## config.mk

```make
export PLATFORM = sky130hd
export DESIGN_NAME = fully_assoc_lru_cache_directory_unit_flat
export DESIGN_NICKNAME = d
export VERILOG_FILES = /design/src/sv/falru_pkg.sv /design/src/sv/falru_req_if.sv /design/src/sv/falru_rsp_if.sv /design/src/sv/falru_ram.sv /design/src/sv/falru_out.sv /design/src/sv/falru_scan.sv /design/src/sv/fully_assoc_lru_cache_directory_unit.sv /design/src/flat_wrapper.sv
export SDC_FILE = /design/constraint.sdc
export NUM_CORES = 2
export LEC_CHECK = 0
export BUFFER_PORTS_ARGS = -buffer_cell sky130_fd_sc_hd__buf_2
export CORE_MARGIN = 2
export CORE_UTILIZATION = 43
export CTS_CLUSTER_SIZE = 24
export DETAILED_ROUTE_END_ITERATION = 10
export PLACE_DENSITY = 0.55
export SYNTH_ARGS = -nofsm -noshare
export SYNTH_HDL_FRONTEND = slang
export SYNTH_SLANG_ARGS = --single-unit
```

## constraint.sdc

```tcl
create_clock -name clock -period 8.4 [get_ports clock]
set_input_delay 1.26 -clock clock [delete_from_list [all_inputs] [get_ports clock]]
set_output_delay 1.26 -clock clock [all_outputs]
set_load 0.03 [all_outputs]
```

## src/sv/falru_pkg.sv

```systemverilog
`default_nettype none
// ----------------------------------------------------------------------------
// falru_pkg
// Shared widths, defaults, register indexes and the result record of the
// fully associative LRU cache directory.
// ----------------------------------------------------------------------------
package falru_pkg;

   localparam int LINES_DEF     = 16;
   localparam int ADDR_BITS_DEF = 32;

   localparam int REQ_ADDR_W = 32;
   localparam int LINE_IDX_W = 4;
   localparam int LINE_BASE_W = 32;
   localparam int BOFF_W     = 10;
   localparam int STAMP_W    = 32;

   localparam int OB_W       = 4;
   localparam int AL_W       = 5;
   localparam int CSR_DATA_W = 5;
   localparam int CSR_IDX_W  = 1;

   localparam logic [OB_W-1:0] MIN_OB   = 4'd5;
   localparam logic [OB_W-1:0] MAX_OB   = 4'd10;
   localparam logic [OB_W-1:0] OB_RESET = 4'd5;
   localparam logic [AL_W-1:0] AL_RESET = 5'd16;
   localparam int              READ_BYTES = 8;

   localparam logic [CSR_IDX_W-1:0] CSR_LINE_OFFSET_BITS = 1'd0;
   localparam logic [CSR_IDX_W-1:0] CSR_ACTIVE_LINES     = 1'd1;

   typedef struct packed {
      logic                   hit;
      logic [LINE_IDX_W-1:0]  line_index;
      logic                   fill_needed;
      logic [LINE_BASE_W-1:0] line_base;
      logic [BOFF_W-1:0]      byte_offset;
      logic                   last;
   } result_type;

endpackage
`default_nettype wire

```

## src/sv/falru_req_if.sv

```systemverilog
`default_nettype none
// ----------------------------------------------------------------------------
// falru_req_if
// Request channel: one read address per beat.
// ----------------------------------------------------------------------------
interface falru_req_if;
   logic                                 valid;
   logic                                 ready;
   logic [falru_pkg::REQ_ADDR_W-1:0]     read_address;

   modport source (output valid, output read_address, input ready);
   modport sink   (input valid, input read_address, output ready);
endinterface
`default_nettype wire

```

## src/sv/falru_rsp_if.sv

```systemverilog
`default_nettype none
// ----------------------------------------------------------------------------
// falru_rsp_if
// Response channel: one directory result per beat.
// ----------------------------------------------------------------------------
interface falru_rsp_if;
   logic                                 valid;
   logic                                 ready;
   logic                                 hit;
   logic [falru_pkg::LINE_IDX_W-1:0]     line_index;
   logic                                 fill_needed;
   logic [falru_pkg::LINE_BASE_W-1:0]    line_base;
   logic [falru_pkg::BOFF_W-1:0]         byte_offset;
   logic                                 last;

   modport source (output valid, output hit, output line_index, output fill_needed,
                   output line_base, output byte_offset, output last, input ready);
   modport sink   (input valid, input hit, input line_index, input fill_needed,
                   input line_base, input byte_offset, input last, output ready);
endinterface
`default_nettype wire

```

## src/sv/falru_ram.sv

```systemverilog
`default_nettype none
// ----------------------------------------------------------------------------
// falru_ram
// Generic simple dual-port RAM: one write port, one read port with the read
// data registered.
// ----------------------------------------------------------------------------
module falru_ram #(
   parameter int WIDTH = falru_pkg::STAMP_W,
   parameter int DEPTH = falru_pkg::LINES_DEF
) (
   input  wire logic                                            clock,
   input  wire logic                                            we,
   input  wire logic [((DEPTH > 1) ? $clog2(DEPTH) : 1)-1:0]    waddr,
   input  wire logic [WIDTH-1:0]                                wdata,
   input  wire logic [((DEPTH > 1) ? $clog2(DEPTH) : 1)-1:0]    raddr,
   output logic      [WIDTH-1:0]                                rdata
);
   logic [WIDTH-1:0] mem [DEPTH];
   logic [WIDTH-1:0] rdata_ff;

   always_ff @(posedge clock) begin
      if (we) begin
         mem[waddr] <= wdata;
      end
      rdata_ff <= mem[raddr];
   end

   assign rdata = rdata_ff;
endmodule
`default_nettype wire

```

## src/sv/falru_out.sv

```systemverilog
`default_nettype none
// ----------------------------------------------------------------------------
// falru_out
// Output register: holds one finished result until the response beat is
// taken, so the lookup engine can move on to the next request.
// ----------------------------------------------------------------------------
module falru_out (
   input  wire logic                  clock,
   input  wire logic                  reset,
   input  wire logic                  res_we,
   input  wire falru_pkg::result_type res,
   output logic                       out_free,
   falru_rsp_if.source                rsp_bus
);
   logic                  valid_ff, valid_in;
   falru_pkg::result_type data_ff, data_in;

   always_comb begin
      out_free = !valid_ff || rsp_bus.ready;
      valid_in = valid_ff;
      data_in  = data_ff;
      if (res_we) begin
         valid_in = 1'b1;
         data_in  = res;
      end else if (rsp_bus.ready) begin
         valid_in = 1'b0;
      end
   end

   always_ff @(posedge clock) begin
      if (reset) begin
         valid_ff <= 1'b0;
      end else begin
         valid_ff <= valid_in;
      end
      data_ff <= data_in;
   end

   assign rsp_bus.valid       = valid_ff;
   assign rsp_bus.hit         = data_ff.hit;
   assign rsp_bus.line_index  = data_ff.line_index;
   assign rsp_bus.fill_needed = data_ff.fill_needed;
   assign rsp_bus.line_base   = data_ff.line_base;
   assign rsp_bus.byte_offset = data_ff.byte_offset;
   assign rsp_bus.last        = data_ff.last;
endmodule
`default_nettype wire

```

## src/sv/falru_scan.sv

```systemverilog
`default_nettype none
// ----------------------------------------------------------------------------
// falru_scan
// Lookup engine: walks the tag and stamp memories one line per cycle,
// finds a hit or the least recently used victim, then writes back the new
// stamp (and tag on a miss). A request that runs past its line gets a
// second access for the next line.
// ----------------------------------------------------------------------------
module falru_scan #(
   parameter int LINES     = falru_pkg::LINES_DEF,
   parameter int ADDR_BITS = falru_pkg::ADDR_BITS_DEF
) (
   input  wire logic                                          clock,
   input  wire logic                                          reset,
   falru_req_if.sink                                          req_bus,
   input  wire logic [falru_pkg::OB_W-1:0]                    ob_eff,
   input  wire logic [((LINES > 1) ? $clog2(LINES) : 1)-1:0]  lines_m1,
   input  wire logic                                          out_free,
   output logic                                               res_we,
   output falru_pkg::result_type                              res
);
   localparam int IDX_W = (LINES > 1) ? $clog2(LINES) : 1;
   localparam int TAG_W = ADDR_BITS - int'(falru_pkg::MIN_OB);
   localparam int SW    = falru_pkg::STAMP_W;
   localparam int BW    = falru_pkg::BOFF_W;

   typedef enum logic [1:0] {S_IDLE, S_START, S_SCAN, S_WRITE} state_type;

   state_type                     state_ff, state_in;
   logic [ADDR_BITS-1:0]          addr_ff, addr_in;
   logic [BW-1:0]                 boff_ff, boff_in;
   logic                          cross_ff, cross_in;
   logic [falru_pkg::OB_W-1:0]    ob_ff, ob_in;
   logic [SW-1:0]                 clk_ff, clk_in;
   logic [SW-1:0]                 min_ff, min_in;
   logic [IDX_W-1:0]              chk_ff, chk_in;
   logic [IDX_W-1:0]              victim_ff, victim_in;
   logic [IDX_W-1:0]              idx_ff, idx_in;
   logic                          hit_ff, hit_in;
   logic [LINES-1:0]              vbit_ff, vbit_in;

   logic [ADDR_BITS-1:0]          acc_addr, size_a, base, next_addr;
   logic [BW-1:0]                 acc_off, mask10;
   logic                          acc_cross;
   logic [TAG_W-1:0]              tag_cur, tag_rd;
   logic [SW-1:0]                 stamp_rd, stamp_eff;
   logic                          is_hit, take;
   logic [IDX_W-1:0]              ram_raddr;
   logic                          stamp_we, tag_we;

   // Request decode uses the live offset setting; the user keeps it stable while busy, the block does not enforce it.
   always_comb begin
      acc_addr  = ADDR_BITS'(req_bus.read_address);
      mask10    = BW'((11'd1 << ob_eff) - 11'd1);
      acc_off   = BW'(acc_addr) & mask10;
      acc_cross = ({1'b0, acc_off} + 11'(falru_pkg::READ_BYTES)) > (11'd1 << ob_eff);
   end

   always_comb begin
      size_a    = ADDR_BITS'(1) << ob_ff;
      base      = addr_ff & ~(size_a - ADDR_BITS'(1));
      next_addr = base + size_a;
      tag_cur   = TAG_W'(addr_ff >> ob_ff);
      // A line that was never stamped reads as stamp zero, i.e. invalid.
      stamp_eff = vbit_ff[chk_ff] ? stamp_rd : '0;
      is_hit    = (stamp_eff != '0) && (tag_rd == tag_cur);
      take      = (chk_ff == '0) || (min_ff > stamp_eff);
   end

   always_comb begin
      state_in  = state_ff;
      addr_in   = addr_ff;
      boff_in   = boff_ff;
      cross_in  = cross_ff;
      ob_in     = ob_ff;
      clk_in    = clk_ff;
      min_in    = min_ff;
      chk_in    = chk_ff;
      victim_in = victim_ff;
      idx_in    = idx_ff;
      hit_in    = hit_ff;
      vbit_in   = vbit_ff;
      ram_raddr = '0;
      stamp_we  = 1'b0;
      tag_we    = 1'b0;
      res_we    = 1'b0;
      req_bus.ready = (state_ff == S_IDLE);

      res.hit         = hit_ff;
      res.line_index  = falru_pkg::LINE_IDX_W'(idx_ff);
      res.fill_needed = !hit_ff;
      res.line_base   = falru_pkg::LINE_BASE_W'(base);
      res.byte_offset = boff_ff;
      res.last        = !cross_ff;

      case (state_ff)
         S_IDLE: begin
            if (req_bus.valid) begin
               addr_in  = acc_addr;
               boff_in  = acc_off;
               cross_in = acc_cross;
               ob_in    = ob_eff;
               clk_in   = clk_ff + 1'b1;
               chk_in   = '0;
               state_in = S_SCAN;
            end
         end
         S_START: begin
            // Second access: the write-back of the first is now committed.
            clk_in   = clk_ff + 1'b1;
            chk_in   = '0;
            state_in = S_SCAN;
         end
         S_SCAN: begin
            ram_raddr = (chk_ff == lines_m1) ? chk_ff : chk_ff + 1'b1;
            if (is_hit) begin
               hit_in   = 1'b1;
               idx_in   = chk_ff;
               state_in = S_WRITE;
            end else begin
               if (take) begin
                  min_in    = stamp_eff;
                  victim_in = chk_ff;
               end
               if (chk_ff == lines_m1) begin
                  hit_in   = 1'b0;
                  idx_in   = take ? chk_ff : victim_ff;
                  state_in = S_WRITE;
               end else begin
                  chk_in = chk_ff + 1'b1;
               end
            end
         end
         S_WRITE: begin
            if (out_free) begin
               stamp_we = 1'b1;
               tag_we   = !hit_ff;
               res_we   = 1'b1;
               vbit_in  = vbit_ff | (LINES'(1) << idx_ff);
               if (cross_ff) begin
                  addr_in  = next_addr;
                  boff_in  = '0;
                  cross_in = 1'b0;
                  state_in = S_START;
               end else begin
                  state_in = S_IDLE;
               end
            end
         end
         default: begin
            state_in = S_IDLE;
         end
      endcase
   end

   always_ff @(posedge clock) begin
      if (reset) begin
         state_ff <= S_IDLE;
         clk_ff   <= '0;
         vbit_ff  <= '0;
      end else begin
         state_ff <= state_in;
         clk_ff   <= clk_in;
         vbit_ff  <= vbit_in;
      end
      addr_ff   <= addr_in;
      boff_ff   <= boff_in;
      cross_ff  <= cross_in;
      ob_ff     <= ob_in;
      min_ff    <= min_in;
      chk_ff    <= chk_in;
      victim_ff <= victim_in;
      idx_ff    <= idx_in;
      hit_ff    <= hit_in;
   end

   falru_ram #(.WIDTH(TAG_W), .DEPTH(LINES)) u_tag_ram (
      .clock (clock),
      .we    (tag_we),
      .waddr (idx_ff),
      .wdata (tag_cur),
      .raddr (ram_raddr),
      .rdata (tag_rd)
   );

   falru_ram #(.WIDTH(SW), .DEPTH(LINES)) u_stamp_ram (
      .clock (clock),
      .we    (stamp_we),
      .waddr (idx_ff),
      .wdata (clk_ff),
      .raddr (ram_raddr),
      .rdata (stamp_rd)
   );

   a_clock_step: assert property (@(posedge clock) disable iff (reset)
      ((state_ff == S_IDLE && req_bus.valid) || state_ff == S_START)
      |=> (clk_ff == $past(clk_ff) + 1'b1))
      else $error("access clock did not advance on an access");

   a_emit_free: assert property (@(posedge clock) disable iff (reset)
      res_we |-> out_free)
      else $error("result written while the output register is occupied");

   a_scan_range: assert property (@(posedge clock) disable iff (reset)
      (state_ff == S_SCAN) |-> (chk_ff <= lines_m1))
      else $error("scan index beyond the active lines");

   a_cross_next: assert property (@(posedge clock) disable iff (reset)
      (res_we && !res.last) |=> (state_ff == S_START))
      else $error("line crossing did not start the second access");

   a_hit_valid: assert property (@(posedge clock) disable iff (reset)
      (res_we && res.hit) |-> vbit_ff[idx_ff])
      else $error("hit reported on a line that was never stamped");
endmodule
`default_nettype wire

```

## src/sv/fully_assoc_lru_cache_directory_unit.sv

```systemverilog
`default_nettype none
// A request is accepted in idle, its active lines are scanned one per cycle
// from the tag and stamp memories, and the result is written back once the
// output register is free. A request that crosses into the next line gets
// a second access and gives two response beats. The first response is
// registered at write-back. Synchronous reset clears the access clock, the
// line valid bits and the settings (32-byte lines, 16 lines); no sweep.
// ----------------------------------------------------------------------------
// fully_assoc_lru_cache_directory_unit
// Fully associative cache directory with LRU replacement: settings,
// lookup engine and output register.
// ----------------------------------------------------------------------------
module fully_assoc_lru_cache_directory_unit #(
   parameter int LINES     = falru_pkg::LINES_DEF,
   parameter int ADDR_BITS = falru_pkg::ADDR_BITS_DEF
) (
   input  wire logic                                clock,
   input  wire logic                                reset,
   falru_req_if.sink                                req_bus,
   falru_rsp_if.source                              rsp_bus,
   input  wire logic                                csr_we,
   input  wire logic [falru_pkg::CSR_IDX_W-1:0]     csr_index,
   input  wire logic [falru_pkg::CSR_DATA_W-1:0]    csr_wdata
);
   localparam int IDX_W = (LINES > 1) ? $clog2(LINES) : 1;

   logic [falru_pkg::OB_W-1:0] ob_cfg_ff, ob_cfg_in, ob_eff;
   logic [falru_pkg::AL_W-1:0] lines_cfg_ff, lines_cfg_in;
   logic [31:0]                n_eff;
   logic [IDX_W-1:0]           lines_m1;
   logic                       out_free;
   logic                       res_we;
   falru_pkg::result_type      res;

   always_comb begin
      ob_cfg_in    = ob_cfg_ff;
      lines_cfg_in = lines_cfg_ff;
      if (csr_we) begin
         case (csr_index)
            falru_pkg::CSR_LINE_OFFSET_BITS: ob_cfg_in    = falru_pkg::OB_W'(csr_wdata);
            falru_pkg::CSR_ACTIVE_LINES:     lines_cfg_in = csr_wdata;
            default: begin
            end
         endcase
      end
   end

   always_ff @(posedge clock) begin
      if (reset) begin
         ob_cfg_ff    <= falru_pkg::OB_RESET;
         lines_cfg_ff <= falru_pkg::AL_RESET;
      end else begin
         ob_cfg_ff    <= ob_cfg_in;
         lines_cfg_ff <= lines_cfg_in;
      end
   end

   // Out-of-range settings are clamped to the nearest legal value.
   always_comb begin
      if (ob_cfg_ff < falru_pkg::MIN_OB) begin
         ob_eff = falru_pkg::MIN_OB;
      end else if (ob_cfg_ff > falru_pkg::MAX_OB) begin
         ob_eff = falru_pkg::MAX_OB;
      end else begin
         ob_eff = ob_cfg_ff;
      end
      if (lines_cfg_ff == '0) begin
         n_eff = 32'd1;
      end else if (32'(lines_cfg_ff) > 32'(LINES)) begin
         n_eff = 32'(LINES);
      end else begin
         n_eff = 32'(lines_cfg_ff);
      end
      lines_m1 = IDX_W'(n_eff - 32'd1);
   end

   falru_scan #(.LINES(LINES), .ADDR_BITS(ADDR_BITS)) u_scan (
      .clock    (clock),
      .reset    (reset),
      .req_bus  (req_bus),
      .ob_eff   (ob_eff),
      .lines_m1 (lines_m1),
      .out_free (out_free),
      .res_we   (res_we),
      .res      (res)
   );

   falru_out u_out (
      .clock    (clock),
      .reset    (reset),
      .res_we   (res_we),
      .res      (res),
      .out_free (out_free),
      .rsp_bus  (rsp_bus)
   );
endmodule
`default_nettype wire

```

## src/flat_wrapper.sv

```systemverilog
// flat-port wrapper written by rule: the top's interface ports become plain ports
module fully_assoc_lru_cache_directory_unit_flat 
#(
   parameter int LINES     = falru_pkg::LINES_DEF,
   parameter int ADDR_BITS = falru_pkg::ADDR_BITS_DEF
)
  (clock, reset, csr_we, csr_index, csr_wdata, req_bus_valid, req_bus_read_address, req_bus_ready, rsp_bus_valid, rsp_bus_hit, rsp_bus_line_index, rsp_bus_fill_needed, rsp_bus_line_base, rsp_bus_byte_offset, rsp_bus_last, rsp_bus_ready);
  falru_req_if req_bus_i ();
  falru_rsp_if rsp_bus_i ();
  input  wire logic clock;
  input  wire logic reset;
  input  wire logic csr_we;
  input  wire logic [falru_pkg::CSR_IDX_W-1:0] csr_index;
  input  wire logic [falru_pkg::CSR_DATA_W-1:0] csr_wdata;
  input wire logic [$bits(req_bus_i.valid)-1:0] req_bus_valid;
  input wire logic [$bits(req_bus_i.read_address)-1:0] req_bus_read_address;
  output wire logic [$bits(req_bus_i.ready)-1:0] req_bus_ready;
  output wire logic [$bits(rsp_bus_i.valid)-1:0] rsp_bus_valid;
  output wire logic [$bits(rsp_bus_i.hit)-1:0] rsp_bus_hit;
  output wire logic [$bits(rsp_bus_i.line_index)-1:0] rsp_bus_line_index;
  output wire logic [$bits(rsp_bus_i.fill_needed)-1:0] rsp_bus_fill_needed;
  output wire logic [$bits(rsp_bus_i.line_base)-1:0] rsp_bus_line_base;
  output wire logic [$bits(rsp_bus_i.byte_offset)-1:0] rsp_bus_byte_offset;
  output wire logic [$bits(rsp_bus_i.last)-1:0] rsp_bus_last;
  input wire logic [$bits(rsp_bus_i.ready)-1:0] rsp_bus_ready;
  assign req_bus_i.valid = req_bus_valid;
  assign req_bus_i.read_address = req_bus_read_address;
  assign req_bus_ready = req_bus_i.ready;
  assign rsp_bus_valid = rsp_bus_i.valid;
  assign rsp_bus_hit = rsp_bus_i.hit;
  assign rsp_bus_line_index = rsp_bus_i.line_index;
  assign rsp_bus_fill_needed = rsp_bus_i.fill_needed;
  assign rsp_bus_line_base = rsp_bus_i.line_base;
  assign rsp_bus_byte_offset = rsp_bus_i.byte_offset;
  assign rsp_bus_last = rsp_bus_i.last;
  assign rsp_bus_i.ready = rsp_bus_ready;
  fully_assoc_lru_cache_directory_unit #(.LINES(LINES), .ADDR_BITS(ADDR_BITS)) u_core (.clock(clock), .reset(reset), .req_bus(req_bus_i), .rsp_bus(rsp_bus_i), .csr_we(csr_we), .csr_index(csr_index), .csr_wdata(csr_wdata));
endmodule
```

Word-level counts from Yosys, hierarchy flattened
Memory sizes are Yosys's and may differ from the RTL's. A register that Yosys moved wholly into a read port is not among the register bits.
Cells that the tools add are included.
{"block": "word_totals", "reg_bits": 201, "ram_bits": 944, "input_bits": 43, "out_inout_bits": 51, "word_cells": 128, "n_memories": 2}
{"name": "u_core.u_scan.u_stamp_ram.mem", "depth": 16, "word_bits": 32, "read_ports": 1, "rd_clocked_by_memory_dff": 1, "write_ports": 1, "line_no": "falru_ram.sv:18", "rtl": "logic [WIDTH-1:0] mem [DEPTH];"}
{"name": "u_core.u_scan.u_tag_ram.mem", "depth": 16, "word_bits": 27, "read_ports": 1, "rd_clocked_by_memory_dff": 1, "write_ports": 1, "line_no": "falru_ram.sv:18"}
{"block": "classes", "add_sub_neg": 7, "magnitude_cmp": 6, "n_eq_ne": 10, "n_shift": 4, "n_mux": 45, "n_bitwise": 6, "reduce_logical": 27}
{"op": "$mux 32", "count": 5}
{"op": "$pmux 32 s2", "count": 2}
{"op": "$mux 4", "count": 11}
{"op": "$add 32x1->32 const B", "count": 1}
{"op": "$add 32x32->32", "count": 1}
{"op": "$and 32x32->32", "count": 1}
{"op": "$gt 32x32->1", "count": 1}
{"op": "$not 32->32", "count": 1}
{"op": "$reduce_bool 32->1", "count": 1}
{"op": "$shl 1x4->32 const A", "count": 1}
{"op": "$shr 32x4->27", "count": 1}
{"op": "$sub 32x1->32 const B", "count": 1}
{"op": "$mux 10", "count": 3}
{"op": "$eq 27x27->1", "count": 1}
{"op": "$pmux 10 s2", "count": 1}
{"op": "$or 16x16->16", "count": 1}
{"op": "$shl 1x4->16 const A", "count": 1}
{"op": "$mux 1", "count": 15}
{"op": "$reduce_and 2->1", "count": 7}
{"op": "$pmux 4 s3", "count": 1}
{"op": "$reduce_and 3->1", "count": 4}
{"op": "$add 10x4->11 const B", "count": 1}
{"op": "$gt 11x11->1", "count": 1}
{"op": "$shl 1x4->11 const A", "count": 1}
{"op": "other kinds (28)", "count": 41}

Longest topological paths before layout
{"block": "depth", "depth_word": 10, "mapped_depth": 23, "depth_no_buf": 16}

Hierarchy
From an unflattened synthesis, not the netlist that was laid out.
{"block": "hier_totals", "cells_unflattened": 2910, "hier_area_um2": 50093.0}
{"mod": "falru_ram at u_core.u_scan.u_stamp_ram", "instances": 1, "cells_per_inst": 838, "area_per_inst_um2": 19854.0, "seq_area_each_um2": 16015.4}
{"mod": "falru_ram at u_core.u_scan.u_tag_ram", "instances": 1, "cells_per_inst": 710, "area_per_inst_um2": 16892.5, "seq_area_each_um2": 13513.0}
{"mod": "falru_scan", "instances": 1, "cells_per_inst": 1259, "area_per_inst_um2": 11394.7, "seq_area_each_um2": 3763.6}
{"mod": "falru_out", "instances": 1, "cells_per_inst": 53, "area_per_inst_um2": 1517.7, "seq_area_each_um2": 1491.4}
{"mod": "fully_assoc_lru_cache_directory_unit", "instances": 1, "cells_per_inst": 50, "area_per_inst_um2": 434.2, "seq_area_each_um2": 180.2}

Worst setup path after synthesis
OpenSTA, ideal clock, no wires.
{"block": "synth_timing", "path_type": "input to register", "from": "input rsp_bus_ready", "to": "memory u_core.u_scan.u_tag_ram.mem[2][0] in the netlist's numbering, enable pin", "setup_ps": 479, "t_arrival_ps": 6938, "required_ps": 7921, "slack_ps": 982, "path_stages": 4, "path_buffers": 0, "path_cell_list": "nor2b_1 nor2_1 nand3b_1 nor4_1"}
{"block": "synth_between", "elab_chain_len": 5}
{"element": "from (decl)", "line_no": "flat_wrapper.sv:25", "rtl": "input wire logic [$bits(rsp_bus_i.ready)-1:0] rsp_bus_ready;"}
{"element": "$logic_or 1x1->1", "line_no": "falru_out.sv:19", "rtl": "out_free = !valid_ff || rsp_bus.ready;"}
{"element": "$mux 1", "line_no": "falru_scan.sv:135", "rtl": "if (out_free) begin"}
{"element": "$mux 1", "line_no": "falru_scan.sv:96", "rtl": "case (state_ff)"}
{"element": "$mux 1", "line_no": "falru_ram.sv:22", "rtl": "if (we) begin"}
{"element": "$mux 1 (implied by the code)", "line_no": "falru_ram.sv:23", "rtl": "mem[waddr] <= wdata;"}
{"element": "to (decl)", "line_no": "falru_ram.sv:18"}
No other way between the ends.

Final worst setup path
{"block": "layout_timing", "from": "register u_core.u_scan.chk_ff[0]", "to": "register u_core.u_scan.idx_ff[1] (data pin)"}
{"block": "layout_between", "elab_chain_len": 8, "elab_cells_between_ends": 11, "cone_classes": "1 x order compare; 6 x mux; 4 x reduce/logical"}
{"element": "from (decl)", "line_no": "falru_scan.sv:36", "rtl": "logic [IDX_W-1:0] chk_ff, chk_in;"}
{"element": "from (signal assigned)", "line_no": "falru_scan.sv:171", "rtl": "chk_ff <= chk_in;"}
{"element": "$bmux 1 s4", "line_no": "falru_scan.sv:65", "rtl": "stamp_eff = vbit_ff[chk_ff] ? stamp_rd : '0;"}
{"element": "$mux 1 (implied by the code)", "line_no": "falru_scan.sv:65"}
{"element": "$mux 32", "line_no": "falru_scan.sv:65"}
{"element": "$gt 32x32->1", "line_no": "falru_scan.sv:67", "rtl": "take = (chk_ff == '0) || (min_ff > stamp_eff);"}
{"element": "$logic_or 1x1->1", "line_no": "falru_scan.sv:67"}
{"element": "$mux 4"}
{"element": "$mux 4", "line_no": "falru_scan.sv:125", "rtl": "if (chk_ff == lines_m1) begin"}
{"element": "$mux 4 *", "line_no": "falru_scan.sv:116", "rtl": "if (is_hit) begin"}
{"element": "to (signal assigned)", "line_no": "falru_scan.sv:173", "rtl": "idx_ff <= idx_in;"}
{"element": "to (decl)", "line_no": "falru_scan.sv:38", "rtl": "logic [IDX_W-1:0] idx_ff, idx_in;"}
Mark *: on every way between the ends. The rest lies on a longest branch, timed or not. The select of a mux whose other input is x is not followed.
A chain may end at the register's enable or synchronous reset.

==> impl_metrics.csv <==
group,metric,value,unit
die,rows,126,
power_and_ir_drop,leakage,20.0,nW
critical_path,crit_path_end_kind,"register",
yosys,synth-edff-count,1085,
sta,hold_viol,0,
yosys,synth_ff_type,"edfxtp_1",
clock_network,clk_latency,0.73,ns
critical_path,crit_path_cell_trace,"mux4_2, mux4_2, nand2_1, ha_1, a41o_1, a21o_1, a2111oi_0, o221ai_1, o21ai_0, o21a_1, nor2b_4, mux2_4",
clock_network,cts_resized,0,
clock_network,numClockSinks,1204,
finish,nets,4129,
drt,vias_per_cell,5.50,
sta,fin_skew,0.0324,ns
sta,setup_tns,0,ns
clock_network,cts_buffer_depth,3,
critical_path,cp.arrival,5.69,ns
sta,worst_pin_slew,1.33,ns
place,dp.final_hpwl,67.4,mm
drt,drtAntennaViolNets,0,
clock_network,tritoncts,"yes",
critical_path,worstSetupStartpointType,"register",
global_routing,grt_usage,21.0,%
power_and_ir_drop,ir_drop,0.176,mV
drt,first_pass_iters,5,
place,portBuffers,93,
yosys,syn_inst,3963,
place,place_congestion,0.820,
yosys,ys_seq_area_share,68.7,%
min_path,hp-class,"register to register",
run_status,status,"finished, final reports clean",
drt,wl_per_cell,22.8,um
critical_path,worstSetupPathType,"register to register",
critical_path,crit_path_frequent_cell,"mux4_2",
sta,setup_viol,0,
clock_network,root_buffer,"clkbuf_16",
finish,antenna_cells,0,
drt,drc,0,
drt,first_iter_violations,2836,
clock_network,path_clk_slew,0.06,ns
clock_network,cts_setup_buffers,0,
sta,slew_headroom,8.64,%
yosys,synth_cell_types,84,
sta,rsz0062_at_grt,"no",
clock_network,cts_hold_buf,0,
yosys,synth_warnings,0,
finish,areaGrowthSynthToFinish,12.7,%
sta,finalCritPeriodShare,62.1,%
die,initial_core_util,43.2,%
power_and_ir_drop,p_total,13.6,mW
critical_path,worstPathMaxFanout,33,
finish,final_common_cell,"edfxtp_1",
sta,worst_slack,3.18,ns
critical_path,critPathMaxStageDelay,0.82,ns
finish,drive_gt1_share,11.4,%
sta,fmax,192,MHz
global_routing,grt_pass1_wl,193,mm
clock_network,cts_buffers,121,
global_routing,grt_overflow,0,
critical_path,crit_slowest_cell,"mux4_2",
die,die_area,0.121,mm^2
yosys,avgSynthCellArea,12.8,um^2
power_and_ir_drop,powerDensity,236,mW/mm^2
die,core,0.118,mm^2
yosys,synth-seq-cells,1204,
yosys,async_reset_ff_share,0,%
yosys,syn_area,0.0509,mm^2
drt,routed_wirelength,129,mm
global_routing,antenna_found_initial,0,
sta,period_minus_slack,5.22,ns
sta,final_max_slew_viol_count,0,
place,pre_cts_slack,3.15,ns
clock_network,htree_levels,3,
die,die_h,348,um
global_routing,grt_pass1_vias,30047,
finish,layout_common_cells,"edfxtp_1, nand2_1, mux2i_1",
global_routing,grt_max_degree,132,
flow_run,maxCapViolations,0,
die,die_x,348,um
finish,post-route-util,48.7,%
critical_path,worstPathRequired,8.88,ns
drt,routed-via-count,31164,
die,ios,94,
-- power by group --
group / switching [mW] / leakage (nW) / internal, mW / total (mW)
registers: 0.149 / 10.5 / 6.65 / 6.80
logic: 0.763 / 7.51 / 0.412 / 1.17
clock network: 2.30 / 2.06 / 3.29 / 5.59
-- final timing paths --
| path | startpoint | to | slack (ns) | cells after the start |
|---|---|---|---|---|
| worst max-delay path | u_core.u_scan.chk_ff[0] | u_core.u_scan.idx_ff[1] | 3.18 | 12 |
| worst min-delay path | u_core.u_scan.boff_ff[3] | u_core.u_out.rsp_bus.byte_offset[3] | 0.42 | 0 |
| worst max register to register | u_core.u_scan.chk_ff[0] | u_core.u_scan.idx_ff[1] | 3.18 | 12 |
| worst min register to register | u_core.u_scan.boff_ff[3] | u_core.u_out.rsp_bus.byte_offset[3] | 0.42 | 0 |
-- per-layer routing --
metal  GRT usage (%)  vias up  wire [um]
met5               0        -          0
met4            4.98        0       2490
met3            2.55      156       5690
met2            35.0      712      62400
met1            29.3    15646      58300
li1                -    14650          -
-- final cells by class --
class                   count  area (um^2)
multi-input cells        2453        14900
clock inverters            61          743
fillers                 10276        60400
flip-flops and latches   1204        35000
well taps                1536         1920
clock buffers             168         3440
inverters                  70          270
repair buffers            174         1140
-- Yosys cell counts, drive strengths merged, types with 11 or more instances --
| cell type | n | area share [%] |
|---|---|---|
| nand3 | 215 | 2.1 |
| nor2 | 147 | 1.1 |
| mux2i | 228 | 4.5 |
| o221ai | 64 | 1.1 |
| mux2 | 15 | 0.35 |
| xor2 | 56 | 0.96 |
| clkbuf | 161 | 1.2 |
| edfxtp | 1085 | 64 |
| a21o | 12 | 0.18 |
| and2 | 22 | 0.27 |
| inv | 69 | 0.51 |
| ha | 62 | 1.5 |
| buf | 77 | 0.87 |
| nor2b | 17 | 0.22 |
| a32oi | 60 | 1.0 |
| nor3 | 42 | 0.41 |
| a21oi | 58 | 0.58 |
| nand2b | 15 | 0.18 |
| dfxtp | 119 | 4.7 |
| o21a | 14 | 0.21 |
| nand3b | 62 | 0.91 |
| nor4 | 18 | 0.22 |
| o21ai | 179 | 1.8 |
| mux4 | 30 | 1.3 |
| and3 | 11 | 0.14 |
| nand2 | 965 | 7.1 |
| xnor2 | 41 | 0.72 |
| nand4 | 24 | 0.29 |
-- state kept, by name, summed over array words and instances, names as in the netlist, 5 cells and up --
signal and flops:
u_core.u_out.rsp_bus.line_base 32, u_core.u_scan.min_ff 32, u_core.u_scan.u_stamp_ram.mem 512, u_core.lines_cfg_ff 5, u_core.u_scan.u_tag_ram.rdata 27, u_core.u_scan.addr_ff 32, u_core.u_scan.clk_ff 32, u_core.u_scan.boff_ff 10
u_core.u_scan.vbit_ff 16, u_core.u_scan.u_tag_ram.mem 432, u_core.u_out.rsp_bus.byte_offset 10, u_core.u_scan.u_stamp_ram.rdata 32
-- kinds of logic after synthesis --
group | share of synthesized area, %
muxes | 6.17
adders and majority gates | 1.54
other | 0.00737
buffers and inverters | 2.57
DFF | 68.7
and+or+nand+nor | 13.3
xor gates and xnor gates | 1.68
AOI/OAI and AO/OA | 6.02
-- per-stage QoR --
step | hold WS (ns) | std cells | area (um^2)
final | 0.420 | 5666 | 57400
after global placement | 0.404 | 5437 | 53200
after floorplan | 0.400 | 3965 | 50900
after detailed placement | 0.405 | 5437 | 53200
after global routing | 0.430 | 5666 | 57400
after CTS | 0.419 | 5666 | 57400
-- worst max-delay path: cells and delay by family (launching register included) --
kind | cells | cell delay (ns)
and+or+nand+nor | 2 | 0.42
DFF | 1 | 0.64
AOI/OAI and AO/OA | 6 | 1.95
muxes | 3 | 1.67
adders and majority gates | 1 | 0.26
Power figures use the tool's default switching activity.
